$ cat src/sv/btbtl_pkg.sv
`timescale 1ns / 1ps
`default_nettype none

package btbtl_pkg;

   // default sizes of the predictor
   localparam int ROWS_DEF        = 32;
   localparam int MAX_HISTORY_DEF = 8;
   localparam int MAX_TAG_DEF     = 30;

   localparam int ADDR_W      = 32;
   localparam int OPCODE_W    = 2;
   localparam int CSR_INDEX_W = 3;
   localparam int CSR_DATA_W  = 5;

   // tag, target, history and a 2-bit counter for each history value, per table entry
   localparam int ROW_WORD_W_DEF =
      MAX_TAG_DEF + ADDR_W + MAX_HISTORY_DEF + 2 * (1 << MAX_HISTORY_DEF);

   localparam int PC_WORD_LSB   = 2;
   localparam int SHARE_MID_LSB = 16;

   localparam logic [ADDR_W-1:0] PC_STEP     = 32'd4;
   localparam logic [ADDR_W-1:0] TARGET_NONE = 32'hFFFF_FFFF;

   typedef enum logic [OPCODE_W-1:0] {
      OP_PREDICT = 2'd0,
      OP_UPDATE  = 2'd1,
      OP_REINIT  = 2'd2
   } opcode_type;

   localparam logic [1:0] SHARE_NONE = 2'd0;
   localparam logic [1:0] SHARE_LOW  = 2'd1;
   localparam logic [1:0] SHARE_MID  = 2'd2;

   localparam logic [1:0] CTR_STRONG_NOT   = 2'd0;
   localparam logic [1:0] CTR_WEAK_NOT     = 2'd1;
   localparam logic [1:0] CTR_WEAK_TAKEN   = 2'd2;
   localparam logic [1:0] CTR_STRONG_TAKEN = 2'd3;

   localparam logic [CSR_INDEX_W-1:0] CSR_ROW_LOG2     = 3'd0;
   localparam logic [CSR_INDEX_W-1:0] CSR_HIST_BITS    = 3'd1;
   localparam logic [CSR_INDEX_W-1:0] CSR_TAG_BITS     = 3'd2;
   localparam logic [CSR_INDEX_W-1:0] CSR_START_STATE  = 3'd3;
   localparam logic [CSR_INDEX_W-1:0] CSR_HIST_GLOBAL  = 3'd4;
   localparam logic [CSR_INDEX_W-1:0] CSR_TABLE_GLOBAL = 3'd5;
   localparam logic [CSR_INDEX_W-1:0] CSR_SHARE_MODE   = 3'd6;

   localparam logic [2:0] RST_ROW_LOG2     = 3'd5;
   localparam logic [3:0] RST_HIST_BITS    = 4'd8;
   localparam logic [4:0] RST_TAG_BITS     = 5'd30;
   localparam logic [1:0] RST_START_STATE  = CTR_WEAK_NOT;
   localparam logic       RST_HIST_GLOBAL  = 1'b1;
   localparam logic       RST_TABLE_GLOBAL = 1'b1;
   localparam logic [1:0] RST_SHARE_MODE   = SHARE_NONE;

   typedef enum logic [2:0] {
      ST_IDLE = 3'b001,
      ST_LOOK = 3'b010,
      ST_EXEC = 3'b100
   } state_type;

   typedef struct packed {
      logic rd_en;
      logic wr_en;
   } row_ctl_type;

   typedef struct packed {
      logic rd_en;
      logic wr_en;
      logic clear;
   } ctr_ctl_type;

endpackage

`default_nettype wire

$ cat src/sv/btbtl_ctr_mem.sv
`timescale 1ns / 1ps
`default_nettype none

module btbtl_ctr_mem #(
   parameter int AW = btbtl_pkg::MAX_HISTORY_DEF
) (
   input  logic                      clock,
   input  logic                      reset,
   input  btbtl_pkg::ctr_ctl_type    ctl,
   input  logic [AW-1:0]             rd_addr,
   output logic [1:0]                rd_data,
   input  logic [AW-1:0]             wr_addr,
   input  logic [1:0]                wr_data,
   input  logic [1:0]                clear_value
);
   import btbtl_pkg::*;

   localparam int DEPTH = 1 << AW;

   logic [1:0]       mem [DEPTH];
   logic [DEPTH-1:0] valid_ff, valid_in;
   logic [1:0]       fill_ff;
   logic [1:0]       data_ff;
   logic             live_ff;

   // an entry not written since the last clear reads as the fill value
   always_comb begin
      valid_in = valid_ff;
      if (ctl.clear) begin
         valid_in = '0;
      end else if (ctl.wr_en) begin
         valid_in[wr_addr] = 1'b1;
      end
   end

   always_ff @(posedge clock) begin
      if (reset) begin
         valid_ff <= '0;
         fill_ff  <= CTR_WEAK_NOT;
      end else begin
         valid_ff <= valid_in;
         if (ctl.clear) begin
            fill_ff <= clear_value;
         end
      end
   end

   always_ff @(posedge clock) begin
      if (ctl.wr_en) begin
         mem[wr_addr] <= wr_data;
      end
      if (ctl.rd_en) begin
         data_ff <= mem[rd_addr];
         live_ff <= valid_ff[rd_addr];
      end
   end

   assign rd_data = live_ff ? data_ff : fill_ff;

endmodule

`default_nettype wire

$ cat config.mk
export PLATFORM = sky130hd
export DESIGN_NAME = btbtl_ctr_mem
export DESIGN_NICKNAME = d
export VERILOG_FILES = /design/src/sv/btbtl_pkg.sv /design/src/sv/btbtl_ctr_mem.sv
export SDC_FILE = /design/constraint.sdc
export NUM_CORES = 1
export LEC_CHECK = 0
export BUFFER_PORTS_ARGS = -buffer_cell sky130_fd_sc_hd__buf_2
export CAP_MARGIN = 20
export CORE_MARGIN = 2
export CORE_UTILIZATION = 53
export DETAILED_ROUTE_END_ITERATION = 6
export PLACE_DENSITY = 0.69
export SYNTH_ARGS = -nofsm -noshare
export SYNTH_HDL_FRONTEND = slang
export SYNTH_SLANG_ARGS = --single-unit
$ cat constraint.sdc
create_clock -name clock -period 3.4 [get_ports clock]
set_clock_uncertainty 0.05 [all_clocks]
set_input_delay 0.68 -clock clock [delete_from_list [all_inputs] [get_ports clock]]
set_output_delay 0.68 -clock clock [all_outputs]
set_load 0.01 [all_outputs]
==> results.json <==
{
  "outcome": "finished, final reports clean",
  "numCtsBuffers": 78,
  "rows": 88,
  "rsz0062_at_grt": "false",
  "syn_area_um2": 30600,
  "fin_crit_ns": 2.76,
  "yosysUniqueCellTypes": 63,
  "power.net_switching_mw": 4.12,
  "synth_top_area_frac": 0.505,
  "syn2layout_area_growth_pct": 12.4,
  "track_usage": 0.251,
  "yosys-top-cells-count": "edfxtp_1, nor2_1, dfxtp_1",
  "diodes": 0,
  "synth_warnings": 0,
  "hold_violations": 0,
  "p_sw_frac": 0.213,
  "path_max_fanout": 23,
  "cap_violations": 0,
  "synth-edff-count": 515,
  "root_buffer": "clkbuf_16",
  "setup_tns_ns": 0,
  "synth_most_common_cell": "edfxtp_1",
  "dieArea_um2": 59700,
  "worst-slew-pin-transition_ns": 1.06,
  "core_um2": 57400,
  "cts_hold_buf": 0,
  "post_drt_wl_per_cell_um": 26.3,
  "crit_path_start_kind": "primary input",
  "maxSlewHeadroom": 0.291,
  "ys_seq_area_frac": 0.674,
  "clkTransAtPathRegs_ns": 0.06,
  "syn_nets": 1914,
  "grt_pass1_wl_um": 111000,
  "place_inst": 2648,
  "ant_nets": 0,
  "ios": 27,
  "drive_above_1_share": 0.198,
  "ys_ff_latch": 773,
  "instances_no_fill": 2792,
  "synthFlopType": "edfxtp_1",
  "vias": 17600,
  "htreeDepth": 3,
  "clock.fmax_mhz": 362,
  "postCtsSetupRepairBufs": 0,
  "wl_um": 73500,
  "power.density_nw_per_um2": 563,
  "drtIter0Drc": 1918,
  "antenna_found_initial": 0,
  "intPower_mw": 15.3,
  "drcViolationCount": 0,
  "tritoncts": "yes",
  "end_kind": "register",
  "cts_resized": 0,
  "cts_buffer_depth": 3,
  "insertion_delay_ns": 0.62,
  "pwr-share-clk": 0.433,
  "finalSetupViolCount": 0,
  "fp.dieW_um": 244,
  "fin_nets": 1988,
  "grt_pass1_vias": 17900,
  "synth.area.top_cells": "edfxtp_1, dfxtp_1, mux4_2",
  "power_frac_seq": 0.518,
  "grt_start_max_net_pins": 164,
  "async_reset_ff_frac": 0,
  "hpwl_um": 46600,
  "clock-sinks": 773,
  "yosysTopAreaCell": "edfxtp_1",
  "fin_crit_sh": 0.813,
  "p_leak_nw": 11.4,
  "synthCells": 1889,
  "irDropWorstVdd_mv": 0.430,
  "comb_power_share": 0.049,
  "port_buffers": 26,
  "firstDrtPassIters": 6,
  "arrival_ns": 3.06,
  "post-route-util": 0.600,
  "path_class": "primary input to register",
  "avgSynthCellArea_um2": 16.2,
  "drv_slew": 0,
  "start_util": 0.534,
  "place_congestion": 0.891,
  "cp.required_ns": 3.70,
  "hold_path.class": "primary input to register",
  "vias_per_cell": 6.30,
  "fp.dieH_um": 244,
  "grt_overflow": 0
}
-- power by group through the flow --
| stage | registers, mW | logic [mW] | clock network [mW] |
|---|---|---|---|
| 5_1_grt | 10.0 | 0.996 | 8.87 |
| 4_1_cts | 10.0 | 0.945 | 8.49 |
| 3_3_place_gp | 10.2 | 0.927 | 0 |
| 2_1_floorplan | 10.2 | 0.548 | 0 |
| 3_5_place_dp | 10.2 | 0.943 | 0 |
| 6_report | 10.0 | 0.943 | 8.40 |
-- area by class of cell --
type / count / area, um2
clock inverter: 25 / 215
clock buffer: 119 / 2290
timing repair buffer: 120 / 1130
tap: 765 / 957
inverter: 4 / 15.0
multi-input combinational: 986 / 9180
fill: 4192 / 23000
sequential: 773 / 20600
-- registers in the layout, indices dropped and copies added, names as in the netlist --
name / count
data_ff: 2
fill_ff: 2
live_ff: 1
mem: 512
valid_ff: 256
-- routing by layer --
metal  global-route usage  up-vias  share of wire
met5                    0        -              0
met4               0.0868        0          0.030
met1                0.352     9050           0.41
li1                     -     7528              -
met2                0.404      860           0.48
met3               0.0395      145          0.085
-- through the flow --
| step | worst slack [ns] | power (mW) | hold WS [ns] | area, um2 |
|---|---|---|---|---|
| after floorplan | 0.591 | 10.8 | 0.382 | 30600 |
| after global placement | 0.135 | 11.2 | 0.388 | 31900 |
| after detailed placement | 0.0815 | 11.2 | 0.396 | 31900 |
| after CTS | 0.704 | 19.5 | 0.195 | 34400 |
| after global routing | 0.616 | 19.9 | 0.220 | 34400 |
| final | 0.636 | 19.4 | 0.221 | 34400 |
-- path summary, 6_finish.rpt --
check	start	to	slack, ns	cells after the start
worst max-delay path	rd_addr[0]	data_ff[1]	0.64	8
worst min register to register	valid_ff[28]	valid_ff[28]	0.41	1
worst min-delay path	clear_value[0]	fill_ff[0]	0.22	2
worst max register to register	valid_ff[20]	live_ff	0.84	6
-- layout by cell type, fill, tap and decap left out, types with 6 or more instances in the layout --
cell type and instances:
a21oi_1 18, a221oi_1 6, a22oi_1 28, buf_12 21
buf_2 22, buf_4 73, clkbuf_1 25, clkbuf_16 80
clkbuf_8 15, clkinv_1 7, clkinv_2 12, dfxtp_1 258
edfxtp_1 515, mux2_2 12, mux2i_1 37, mux4_1 38
mux4_2 151, nand2_1 63, nand3_1 14, nand4_1 6
nor2_1 274, nor2b_1 11, nor3_1 9, o21a_1 256
o221ai_1 12
-- cell families after synthesis --
group	synth area share
and+or+nand+nor	0.0519
AOI/OAI and AO/OA	0.0866
DFF	0.674
buffers and inverters	0.0268
muxes	0.161
-- critical path, cell delays in order --
cell,delay (ns)
buf_8,0.26
buf_12,0.23
mux4_1,0.56
a22oi_1,0.24
a21oi_1,0.11
a311o_1,0.38
nor3_1,0.36
o221ai_1,0.19
Note: power is estimated with default switching activity, not from simulation.
